**src/rtl/bdlp_pkg.sv**
```systemverilog
package bdlp_pkg;

  localparam int TIME_W = 32;
  localparam int CFG_W = 16;
  localparam int CFG_IDX_W = 1;

  typedef logic [1:0] press_event_t;

  localparam press_event_t EV_NONE  = 2'd0;
  localparam press_event_t EV_SHORT = 2'd1;
  localparam press_event_t EV_LONG  = 2'd2;

  localparam logic [CFG_IDX_W-1:0] REG_DEBOUNCE_TIME = 1'd0;
  localparam logic [CFG_IDX_W-1:0] REG_HOLD_TIME     = 1'd1;

  localparam logic [CFG_W-1:0] DEBOUNCE_TIME_RESET = 16'd25;
  localparam logic [CFG_W-1:0] HOLD_TIME_RESET     = 16'd2000;

  typedef struct packed {
    logic [CFG_W-1:0] debounce_time;
    logic [CFG_W-1:0] hold_time;
  } cfg_t;

endpackage

```
**src/rtl/bdlp_sample_if.sv**
```systemverilog
interface bdlp_sample_if;
  logic                          valid;
  logic                          ready;
  logic                          raw_level;
  logic [bdlp_pkg::TIME_W-1:0]   time_ms;

  modport source (output valid, output raw_level, output time_ms, input ready);
  modport sink (input valid, input raw_level, input time_ms, output ready);
endinterface

```
**src/rtl/bdlp_result_if.sv**
```systemverilog
interface bdlp_result_if;
  logic                         valid;
  logic                         ready;
  bdlp_pkg::press_event_t       press_event;

  modport source (output valid, output press_event, input ready);
  modport sink (input valid, input press_event, output ready);
endinterface

```
**src/rtl/button_debounce_long_press.sv**
```systemverilog
// Button debouncer with long-press detection. Each transaction on sample carries one
// active-low pin level and a wrapping millisecond timestamp and produces exactly one
// transaction on result: none, short press (on a debounced release after a press that
// was not reported long) or long hold (once, when a press lasts more than hold_time
// ms). The debounced level follows the raw level after it has been steady for more
// than debounce_time ms. Both times are set through the write port (index 0
// debounce_time, index 1 hold_time); the user must set them only while no
// transaction is in flight, which the block itself does not enforce. An input
// register feeds the decision logic, which writes an output register; one sample
// is taken per cycle and one transaction made per clock as long as result is taken.
module button_debounce_long_press (
  input  logic                             clk,
  input  logic                             rst,
  bdlp_sample_if.sink                      sample,
  bdlp_result_if.source                    result,
  input  logic                             cfg_we,
  input  logic [bdlp_pkg::CFG_IDX_W-1:0]   cfg_index,
  input  logic [bdlp_pkg::CFG_W-1:0]       cfg_data
);
  import bdlp_pkg::*;

  cfg_t              cfg;
  logic              s1_valid;
  logic              s1_level;
  logic [TIME_W-1:0] s1_time;
  logic              advance;
  press_event_t      core_event;
  logic              res_valid;
  press_event_t      res_event;

  assign advance = s1_valid && (!res_valid || result.ready);
  assign sample.ready = !s1_valid || advance;

  always_ff @(posedge clk) begin
    if (rst) begin
      s1_valid <= 1'b0;
    end else if (sample.ready) begin
      s1_valid <= sample.valid;
    end
  end

  always_ff @(posedge clk) begin
    if (sample.valid && sample.ready) begin
      s1_level <= sample.raw_level;
      s1_time <= sample.time_ms;
    end
  end

  bdlp_cfg u_cfg (
    .clk       (clk),
    .rst       (rst),
    .cfg_we    (cfg_we),
    .cfg_index (cfg_index),
    .cfg_data  (cfg_data),
    .cfg       (cfg)
  );

  bdlp_core u_core (
    .clk         (clk),
    .rst         (rst),
    .cfg         (cfg),
    .commit      (advance),
    .level       (s1_level),
    .now         (s1_time),
    .press_event (core_event)
  );

  always_ff @(posedge clk) begin
    if (rst) begin
      res_valid <= 1'b0;
    end else if (advance) begin
      res_valid <= 1'b1;
    end else if (result.ready) begin
      res_valid <= 1'b0;
    end
  end

  always_ff @(posedge clk) begin
    if (advance) begin
      res_event <= core_event;
    end
  end

  assign result.valid = res_valid;
  assign result.press_event = res_event;

endmodule

```
**src/rtl/bdlp_cfg.sv**
```systemverilog
module bdlp_cfg (
  input  logic                             clk,
  input  logic                             rst,
  input  logic                             cfg_we,
  input  logic [bdlp_pkg::CFG_IDX_W-1:0]   cfg_index,
  input  logic [bdlp_pkg::CFG_W-1:0]       cfg_data,
  output bdlp_pkg::cfg_t                   cfg
);
  import bdlp_pkg::*;

  always_ff @(posedge clk) begin
    if (rst) begin
      cfg.debounce_time <= DEBOUNCE_TIME_RESET;
      cfg.hold_time <= HOLD_TIME_RESET;
    end else if (cfg_we) begin
      unique case (cfg_index)
        REG_DEBOUNCE_TIME: cfg.debounce_time <= cfg_data;
        REG_HOLD_TIME:     cfg.hold_time <= cfg_data;
        default: ;
      endcase
    end
  end

endmodule

```
**src/rtl/bdlp_core.sv**
```systemverilog
module bdlp_core (
  input  logic                           clk,
  input  logic                           rst,
  input  bdlp_pkg::cfg_t                 cfg,
  input  logic                           commit,
  input  logic                           level,
  input  logic [bdlp_pkg::TIME_W-1:0]    now,
  output bdlp_pkg::press_event_t         press_event
);
  import bdlp_pkg::*;

  logic              raw_prev;
  logic              stable_level;
  logic [TIME_W-1:0] change_stamp;
  logic [TIME_W-1:0] press_stamp;
  logic              press_armed;

  logic              raw_changed;
  logic [TIME_W-1:0] change_elapsed;
  logic [TIME_W-1:0] press_elapsed;
  logic              take;
  logic              press_now;
  logic              short_now;
  logic              long_now;

  assign raw_changed = (level != raw_prev);
  assign change_elapsed = raw_changed ? '0 : (now - change_stamp);
  assign press_elapsed = now - press_stamp;
  assign take = (change_elapsed > {{(TIME_W-CFG_W){1'b0}}, cfg.debounce_time})
                && (level != stable_level);
  assign press_now = take && !level;
  assign short_now = take && level && press_armed;
  // hold is only checked when the debounced level was already pressed
  assign long_now = !take && !stable_level && press_armed
                    && (press_elapsed > {{(TIME_W-CFG_W){1'b0}}, cfg.hold_time});

  always_comb begin
    press_event = EV_NONE;
    if (long_now) begin
      press_event = EV_LONG;
    end else if (short_now) begin
      press_event = EV_SHORT;
    end
  end

  always_ff @(posedge clk) begin
    if (rst) begin
      raw_prev <= 1'b1;
      stable_level <= 1'b1;
      change_stamp <= '0;
      press_stamp <= '0;
      press_armed <= 1'b0;
    end else if (commit) begin
      raw_prev <= level;
      if (raw_changed) begin
        change_stamp <= now;
      end
      if (take) begin
        stable_level <= level;
      end
      if (press_now) begin
        press_stamp <= now;
        press_armed <= 1'b1;
      end else if (short_now || long_now) begin
        press_stamp <= '0;
        press_armed <= 1'b0;
      end
    end
  end

endmodule
```
**src/flat_wrapper.sv**
```systemverilog
// flat-port wrapper written by rule: the top's interface ports become plain ports
module button_debounce_long_press_flat import bdlp_pkg::*;
  (clk, rst, cfg_we, cfg_index, cfg_data, sample_valid, sample_raw_level, sample_time_ms, sample_ready, result_valid, result_press_event, result_ready);
  bdlp_sample_if sample_i ();
  bdlp_result_if result_i ();
  input  logic clk;
  input  logic rst;
  input  logic cfg_we;
  input  logic [bdlp_pkg::CFG_IDX_W-1:0] cfg_index;
  input  logic [bdlp_pkg::CFG_W-1:0] cfg_data;
  input wire logic [$bits(sample_i.valid)-1:0] sample_valid;
  input wire logic [$bits(sample_i.raw_level)-1:0] sample_raw_level;
  input wire logic [$bits(sample_i.time_ms)-1:0] sample_time_ms;
  output wire logic [$bits(sample_i.ready)-1:0] sample_ready;
  output wire logic [$bits(result_i.valid)-1:0] result_valid;
  output wire logic [$bits(result_i.press_event)-1:0] result_press_event;
  input wire logic [$bits(result_i.ready)-1:0] result_ready;
  assign sample_i.valid = sample_valid;
  assign sample_i.raw_level = sample_raw_level;
  assign sample_i.time_ms = sample_time_ms;
  assign sample_ready = sample_i.ready;
  assign result_valid = result_i.valid;
  assign result_press_event = result_i.press_event;
  assign result_i.ready = result_ready;
  button_debounce_long_press u_core (.clk(clk), .rst(rst), .sample(sample_i), .result(result_i), .cfg_we(cfg_we), .cfg_index(cfg_index), .cfg_data(cfg_data));
endmodule
```
**config.mk**
```make
export PLATFORM = sky130hd
export DESIGN_NAME = button_debounce_long_press_flat
export DESIGN_NICKNAME = d
export VERILOG_FILES = /design/src/rtl/bdlp_pkg.sv /design/src/rtl/bdlp_sample_if.sv /design/src/rtl/bdlp_result_if.sv /design/src/rtl/button_debounce_long_press.sv /design/src/rtl/bdlp_cfg.sv /design/src/rtl/bdlp_core.sv /design/src/flat_wrapper.sv
export SDC_FILE = /design/constraint.sdc
export NUM_CORES = 1
export LEC_CHECK = 0
export BUFFER_PORTS_ARGS = -buffer_cell sky130_fd_sc_hd__buf_4
export CORE_ASPECT_RATIO = 1.5
export CORE_UTILIZATION = 40
export CTS_CLUSTER_SIZE = 25
export DETAILED_ROUTE_END_ITERATION = 12
export GPL_ROUTABILITY_DRIVEN = 0
export HOLD_SLACK_MARGIN = 0.03
export PLACE_DENSITY = 0.63
export REMOVE_ABC_BUFFERS = 1
export SYNTH_ARGS = -nofsm -noshare
export SYNTH_HDL_FRONTEND = slang
export SYNTH_SLANG_ARGS = --single-unit
```
**constraint.sdc**
```tcl
create_clock -name clk -period 16.4 [get_ports clk]
set_input_delay 0.82 -clock clk [delete_from_list [all_inputs] [get_ports clk]]
set_output_delay 0.82 -clock clk [all_outputs]
set_load 0.02 [all_outputs]
```
==> Yosys cells after proc, flatten, opt, wreduce, memory -nomap -nowiden <==
Index checks and enable logic that the tools add are counted.
{ "op_classes": {"reduce_logical": 24, "div": 0, "n_mul": 0, "n_shift": 0, "addsub": 2, "order_cmp": 2, "mux": 8, "bitwise_logic": 1, "eq_ne": 2} }
{ "op_table": {"columns": ["operator", "n"], "rows": [
  ["$mux W32", 3],
  ["$gt A32 B16 Y1", 2],
  ["$sub A32 B32 Y32", 2],
  ["$reduce_and A2 Y1", 5],
  ["$logic_and A1 B1 Y1", 9],
  ["$logic_not A1 Y1", 5],
  ["$mux W1", 5],
  ["$reduce_bool A2 Y1", 2],
  ["$logic_or A1 B1 Y1", 3],
  ["$ne A1 B1 Y1", 2],
  ["$not A1 Y1", 1]
]} }
{ "totals": {"n_memories": 0, "rom_bits": 0, "mem_bits_rw": 0, "wordCells": 51, "register_bits": 136, "inputBits": 55, "latchBits": 0, "output_inout_bits": 4} }

==> Longest topological paths before layout <==
{ "depth": {"ltp_word": 11, "mapped_depth": 25, "mapped_depth_nobuf": 23} }

==> Modules after synthesis <==
Synthesis repeated with hierarchy kept, for this count alone.
{ "unflattened": {"hier_cells": 1215, "area_unflattened_um2": 10201.0} }
{ "by_module_without_submodules": {"columns": ["module", "area_per_inst_um2", "seq_area_each_um2", "cells_per_inst", "instances"], "rows": [
  ["bdlp_core", 7664.9, 1341.3, 1040, 1],
  ["bdlp_cfg", 1381.3, 640.6, 130, 1],
  ["button_debounce_long_press", 1154.9, 1091.0, 45, 1]
]} }

==> Worst setup path before layout <==
OpenSTA, ideal clock, no wires.
{ "synth_timing": {"kind": "register to register", "from": "register u_core.s1_time[0]", "to": "register u_core.u_core.press_stamp[23]", "t_required_ns": 16.265, "arrival_ns": 5.013, "n_path_buf": 2, "slack_ns": 11.252, "path_stages_with_launch": 24, "period_less_slack_ns": 5.148, "path_cell_list": "edfxtp_1 > inv_1 > ha_1 > fa_1 > nor2b_4 > o2111ai_1 > a211oi_2 > nor2_1 > o21ai_0 > xnor2_1 > nor2_1 > ha_1 > and4_1 > a221oi_1 > a21oi_1 > or4_1 > nor4_1 > nand4_1 > or4_4 > and3_1 > buf_6 > buf_6 > a32oi_2 > o41ai_2"} }
{ "synth_between": {"elab_chain_cells": 11, "elab_cells_between_ends": 17, "classes_between": "add/sub: 2; order compare: 2; mux: 2; reduce/logical: 11"} }
{ "synth_lines": {"columns": ["item", "line", "text"], "rows": [
  ["start, declared", "button_debounce_long_press.sv:25", "logic [TIME_W-1:0] s1_time;"],
  ["start signal, assigned", "button_debounce_long_press.sv:45", "s1_time <= sample.time_ms;"],
  ["$sub A32 B32 Y32", "bdlp_core.sv:27", "assign change_elapsed = raw_changed ? '0 : (now - change_stamp);"],
  ["$mux W32", "bdlp_core.sv:27", null],
  ["$gt A32 B16 Y1", "bdlp_core.sv:29", "assign take = (change_elapsed > {{(TIME_W-CFG_W){1'b0}}, cfg.debounce_time})"],
  ["$logic_and A1 B1 Y1", "bdlp_core.sv:30", "&& (level != stable_level);"],
  ["$logic_not A1 Y1", "bdlp_core.sv:34", "assign long_now = !take && !stable_level && press_armed"],
  ["$logic_and A1 B1 Y1 (2 in series)", "bdlp_core.sv:34", null],
  ["$logic_and A1 B1 Y1", "bdlp_core.sv:35", "&& (press_elapsed > {{(TIME_W-CFG_W){1'b0}}, cfg.hold_time});"],
  ["$logic_or A1 B1 Y1", "bdlp_core.sv:64", "end else if (short_now || long_now) begin"],
  ["$reduce_bool A2 Y1 (no source line)", null, null],
  ["$reduce_and A2 Y1 (no source line)", null, null],
  ["end signal, assigned", "bdlp_core.sv:62", "press_stamp <= now;"],
  ["end, declared", "bdlp_core.sv:15", "logic [TIME_W-1:0] press_stamp;"]
]} }
Parallel ways exist; a longest one is shown, timed or not.
A chain may end at the register's enable or synchronous reset.

==> Final worst setup path <==
{ "layout_timing": {"from": "register u_core.s1_time[0]", "to": "register u_core.res_event[1] (netlist: u_core.result.press_event[1]), data pin"} }
{ "layout_between": {"elab_chain_cells": 8, "elab_cells_between_ends": 10, "classes_between": "add/sub: 2; order compare: 2; mux: 1; reduce/logical: 5"} }
{ "layout_lines": {"columns": ["item", "line", "text"], "rows": [
  ["$sub A32 B32 Y32", "bdlp_core.sv:27", null],
  ["$mux W32", "bdlp_core.sv:27", null],
  ["$gt A32 B16 Y1", "bdlp_core.sv:29", null],
  ["$logic_and A1 B1 Y1", "bdlp_core.sv:30", null],
  ["$logic_not A1 Y1", "bdlp_core.sv:34", null],
  ["$logic_and A1 B1 Y1 (2 in series)", "bdlp_core.sv:34", null],
  ["$logic_and A1 B1 Y1 (*)", "bdlp_core.sv:35", null],
  ["end signal, assigned", "button_debounce_long_press.sv:80", "res_event <= core_event;"],
  ["end, declared", "button_debounce_long_press.sv:29", "press_event_t res_event;"]
]} }
Every way passes the cells marked *; elsewhere a longest branch is shown, timed or not.

==> flow_summary_export.csv <==
group,metric,value,unit
grt,antenna_found_initial,0,
setup_path,cp.arrival,6180,ps
clock_network,hold_buffers,0,
floorplan,die-area,25300,sq um
clock_network,htree_levels,4,
timing,fin_crit_sh,37.3,%
synthesis,yosys.area_share.simple,18.3,%
floorplan,die_y,194,um
timing,finalSetupViolCount,0,
synthesis,synthAdderAreaFrac,12.3,%
drt,via_per_inst,5.72,
placed_design,port_buffers,58,
status,outcome,"completed",
timing,fin_worst_skew,7.21,ps
floorplan,initial_utilization,40.7,%
timing,finalCriticalPeriod,6110,ps
power_and_ir_drop,ir_drop,0.0000799,V
timing,tns,0,ps
grt,grt_max_degree,77,
synthesis,syn_area_per_cell,8.10,sq um
clock_network,cts_tree,"built",
setup_path,crit_required,16470,ps
drt,drtIter0Drc,543,
floorplan,rows,70,
drt,vias,9020,
synthesis,syn_area,9870,sq um
power_and_ir_drop,power.density,99.7,nW/um^2
cells_and_area,nets,1390,
drt,ant_nets,0,
placed_design,place_ws,10400,ps
clock_network,cts_sinks,136,
cells_and_area,n_antenna_cell,0,
synthesis,synth_mux_area_share,0.545,%
clock_network,cts_buffer_depth,2,
floorplan,io-pin-count,59,
synthesis,synth_edf_count,35,
setup_path,worst_setup_path_end_kind,"register",
clock_network,clk_latency,420,ps
drt,wirelength,28.1,mm
cells_and_area,multiInputGateArea,6100,sq um
timing,grt_setup_unrepaired,"no",
cells_and_area,fin_util,45.7,%
timing,tightest_slew,1140,ps
cells_and_area,area_growth,12.3,%
placed_design,post-dp-hpwl,21.3,mm
drt,wl_per_cell,17.9,um
grt,grt.overflow.total,0,
timing,slew_violations,0,
synthesis,yosys_warnings,0,
clock_network,post_cts_buffers,0,
synthesis,synth_top_family_by_area,"compound AO/OA/AOI/OAI gates",
timing,hold_viol,0,
synthesis,yosysUniqueCellTypes,76,
cells_and_area,drive_above_1_share,10.9,%
synthesis,syn-instance-count,1218,
drt,firstDrtPassIters,5,
timing,slew_headroom,23.9,%
synthesis,synth_seq_cells,136,
drt,remaining_drc_errors,0,
synthesis,synthXorXnorAreaFrac,3.64,%
clock_network,cts.root.buffer_cell,"clkbuf_16",
synthesis,ys.flop_type,"dfxtp_1",
cells_and_area,fillers,2432,
setup_path,worst_setup_path_start_kind,"register",
clock_network,cts_buffers,17,
grt,grt_pass1_vias,8636,
grt,grt_first_pass_wirelength,44.0,mm
cells_and_area,regArea,3070,sq um
clock_network,clk_pin_slew,60,ps
clock_network,post_cts_resized,0,
floorplan,die_w,130,um
setup_path,criticalPathCategory,"register to register",
timing,fmax,0.164,GHz
power_and_ir_drop,finalPower,1.10,mW
timing,fin_ws,10290,ps
synthesis,synth-compound-area-share,26.9,%
synthesis,async_flop_share,0,%
setup_path,path_max_fanout,34,
floorplan,coreArea,24300,sq um
job,drv_cap,0,
synthesis,seq_area_frac_synth,31.1,%
grt,grtUsageTotal,22.5,%
min_path,hold_path_class,"register to register",
power_and_ir_drop,p_leak,4.21,nW
state kept, by name, indices dropped and copies added, names as in the netlist:
register and count:
u_core.u_core.press_stamp 32, u_core.s1_time 32, u_core.u_core.press_armed 1, u_core.s1_valid 1, u_core.s1_level 1, u_core.u_core.stable_level 1
u_core.u_core.change_stamp 32, u_core.result.valid 1, u_core.u_core.raw_prev 1, u_core.u_cfg.cfg 32, u_core.result.press_event 2
routing by layer:
| layer | part of all wire (%) | vias to the layer above | wire length, um | GRT usage, % |
|---|---|---|---|---|
| li1 | - | 4477 | - | - |
| met1 | 42 | 4256 | 11900 | 26.0 |
| met2 | 51 | 232 | 14200 | 40.2 |
| met3 | 3.3 | 55 | 939 | 2.95 |
| met4 | 3.6 | 0 | 1030 | 10.6 |
| met5 | 0 | - | 0 | 0 |
placed cells by master, fill, tap and decap left out, types with 8 or more instances in the layout:
cell / synthesis / routed
a31oi_1: 8 / 8
clkbuf_16: 0 / 17
edfxtp_1: 35 / 35
and3_1: 11 / 11
a21oi_1: 136 / 136
o41ai_1: 26 / 26
nor4_1: 8 / 8
buf_4: 1 / 66
nand2_1: 189 / 189
and2_1: 12 / 12
xor2_1: 18 / 18
o211ai_1: 18 / 18
o21ai_0: 36 / 36
nand3_1: 18 / 18
dfxtp_1: 101 / 101
nor3_1: 17 / 17
o21a_1: 11 / 11
nand2b_1: 15 / 15
inv_1: 111 / 111
a32oi_2: 8 / 8
ha_1: 94 / 94
nor2_1: 60 / 59
a32oi_1: 24 / 24
nand4_1: 26 / 26
o41ai_2: 9 / 9
xnor2_1: 23 / 23
a21o_1: 20 / 20
nor2b_1: 10 / 10
cells by family (layout without fill, tap and decap cells):
group	after synthesis	in the layout
adders and majority gates	96	96
AOI/OAI and AO/OA	374	374
and+or+nand+nor	390	390
buffers and inverters	176	210
xor gates and xnor gates	41	41
DFF	136	136
muxes	5	5
final timing paths:
path / start / slack (ps) / depth (start not counted) / endpoint
worst max-delay path: u_core.s1_time[0]$_DFFE_PP_ / 10290 / 19 / u_core.result.press_event[1]$_SDFFCE_PP1P_
worst min-delay path: u_core.u_core.change_stamp[29]$_SDFFE_PP0P_ / 450 / 2 / u_core.u_core.change_stamp[29]$_SDFFE_PP0P_
worst max register to register: u_core.s1_time[0]$_DFFE_PP_ / 10290 / 19 / u_core.result.press_event[1]$_SDFFCE_PP1P_
worst min register to register: u_core.u_core.change_stamp[29]$_SDFFE_PP0P_ / 450 / 2 / u_core.u_core.change_stamp[29]$_SDFFE_PP0P_
worst max-delay path, cell delays in order, from the launching register on:
cell and delay (ps):
edfxtp_1 380, inv_1 70, ha_1 200, fa_1 430, nor2b_4 140, o2111ai_1 160, a211oi_2 410, nor2_1 120
o21ai_0 220, xnor2_1 150, nor2_1 60, ha_1 320, and4_1 210, a221oi_1 270, a21oi_1 220, or4_1 570
nor4_1 270, nand4_1 120, or4_4 540, a21oi_4 890
per-stage QoR:
stage	cell area (sq um)	hold slack [ps]	std cells
6_report	11100	451	1576
5_1_grt	11100	472	1576
4_1_cts	11100	455	1576
3_5_place_dp	10500	447	1544
3_3_place_gp	10500	442	1544
2_1_floorplan	9580	430	1154
cells in the mapped netlist (6+ instances only):
| library cell | number | area, sq um |
|---|---|---|
| nand2_1 | 189 | 709 |
| a21oi_1 | 136 | 681 |
| inv_1 | 111 | 417 |
| dfxtp_1 | 101 | 2020 |
| ha_1 | 94 | 1180 |
| nor2_1 | 60 | 225 |
| clkbuf_1 | 43 | 161 |
| o21ai_0 | 36 | 180 |
| edfxtp_1 | 35 | 1050 |
| nand4_1 | 26 | 163 |
| o41ai_1 | 26 | 228 |
| a32oi_1 | 24 | 210 |
| xnor2_1 | 23 | 201 |
| a21o_1 | 20 | 150 |
| nand3_1 | 18 | 90.1 |
| o211ai_1 | 18 | 135 |
| xor2_1 | 18 | 158 |
| nor3_1 | 17 | 85.1 |
| nand2b_1 | 15 | 93.8 |
| and2_1 | 12 | 75.1 |
| and3_1 | 11 | 68.8 |
| o21a_1 | 11 | 82.6 |
| buf_2 | 10 | 50.1 |
| nor2b_1 | 10 | 62.6 |
| o41ai_2 | 9 | 146 |
| a31oi_1 | 8 | 50.1 |
| a32oi_2 | 8 | 130 |
| nor4_1 | 8 | 50.1 |
| a211oi_1 | 7 | 52.6 |
| a211o_1 | 6 | 52.6 |
| buf_1 | 6 | 22.5 |
| o21bai_1 | 6 | 45.0 |
| o221ai_1 | 6 | 52.6 |
cell type report:
cell class	count	area share (%)
Clock inverter	13	1.30
Sequential cell	136	27.7
Multi-Input combinational cell	906	55.0
Clock buffer	19	4.00
Timing Repair Buffer	66	4.47
Tap cell	324	3.66
Inverter	112	3.80
power breakdown:
part	internal, mW	switching, mW
clock	0.229	0.154
combinational	0.134	0.202
sequential	0.367	0.0182
Note: power is estimated with default switching activity, not from simulation.
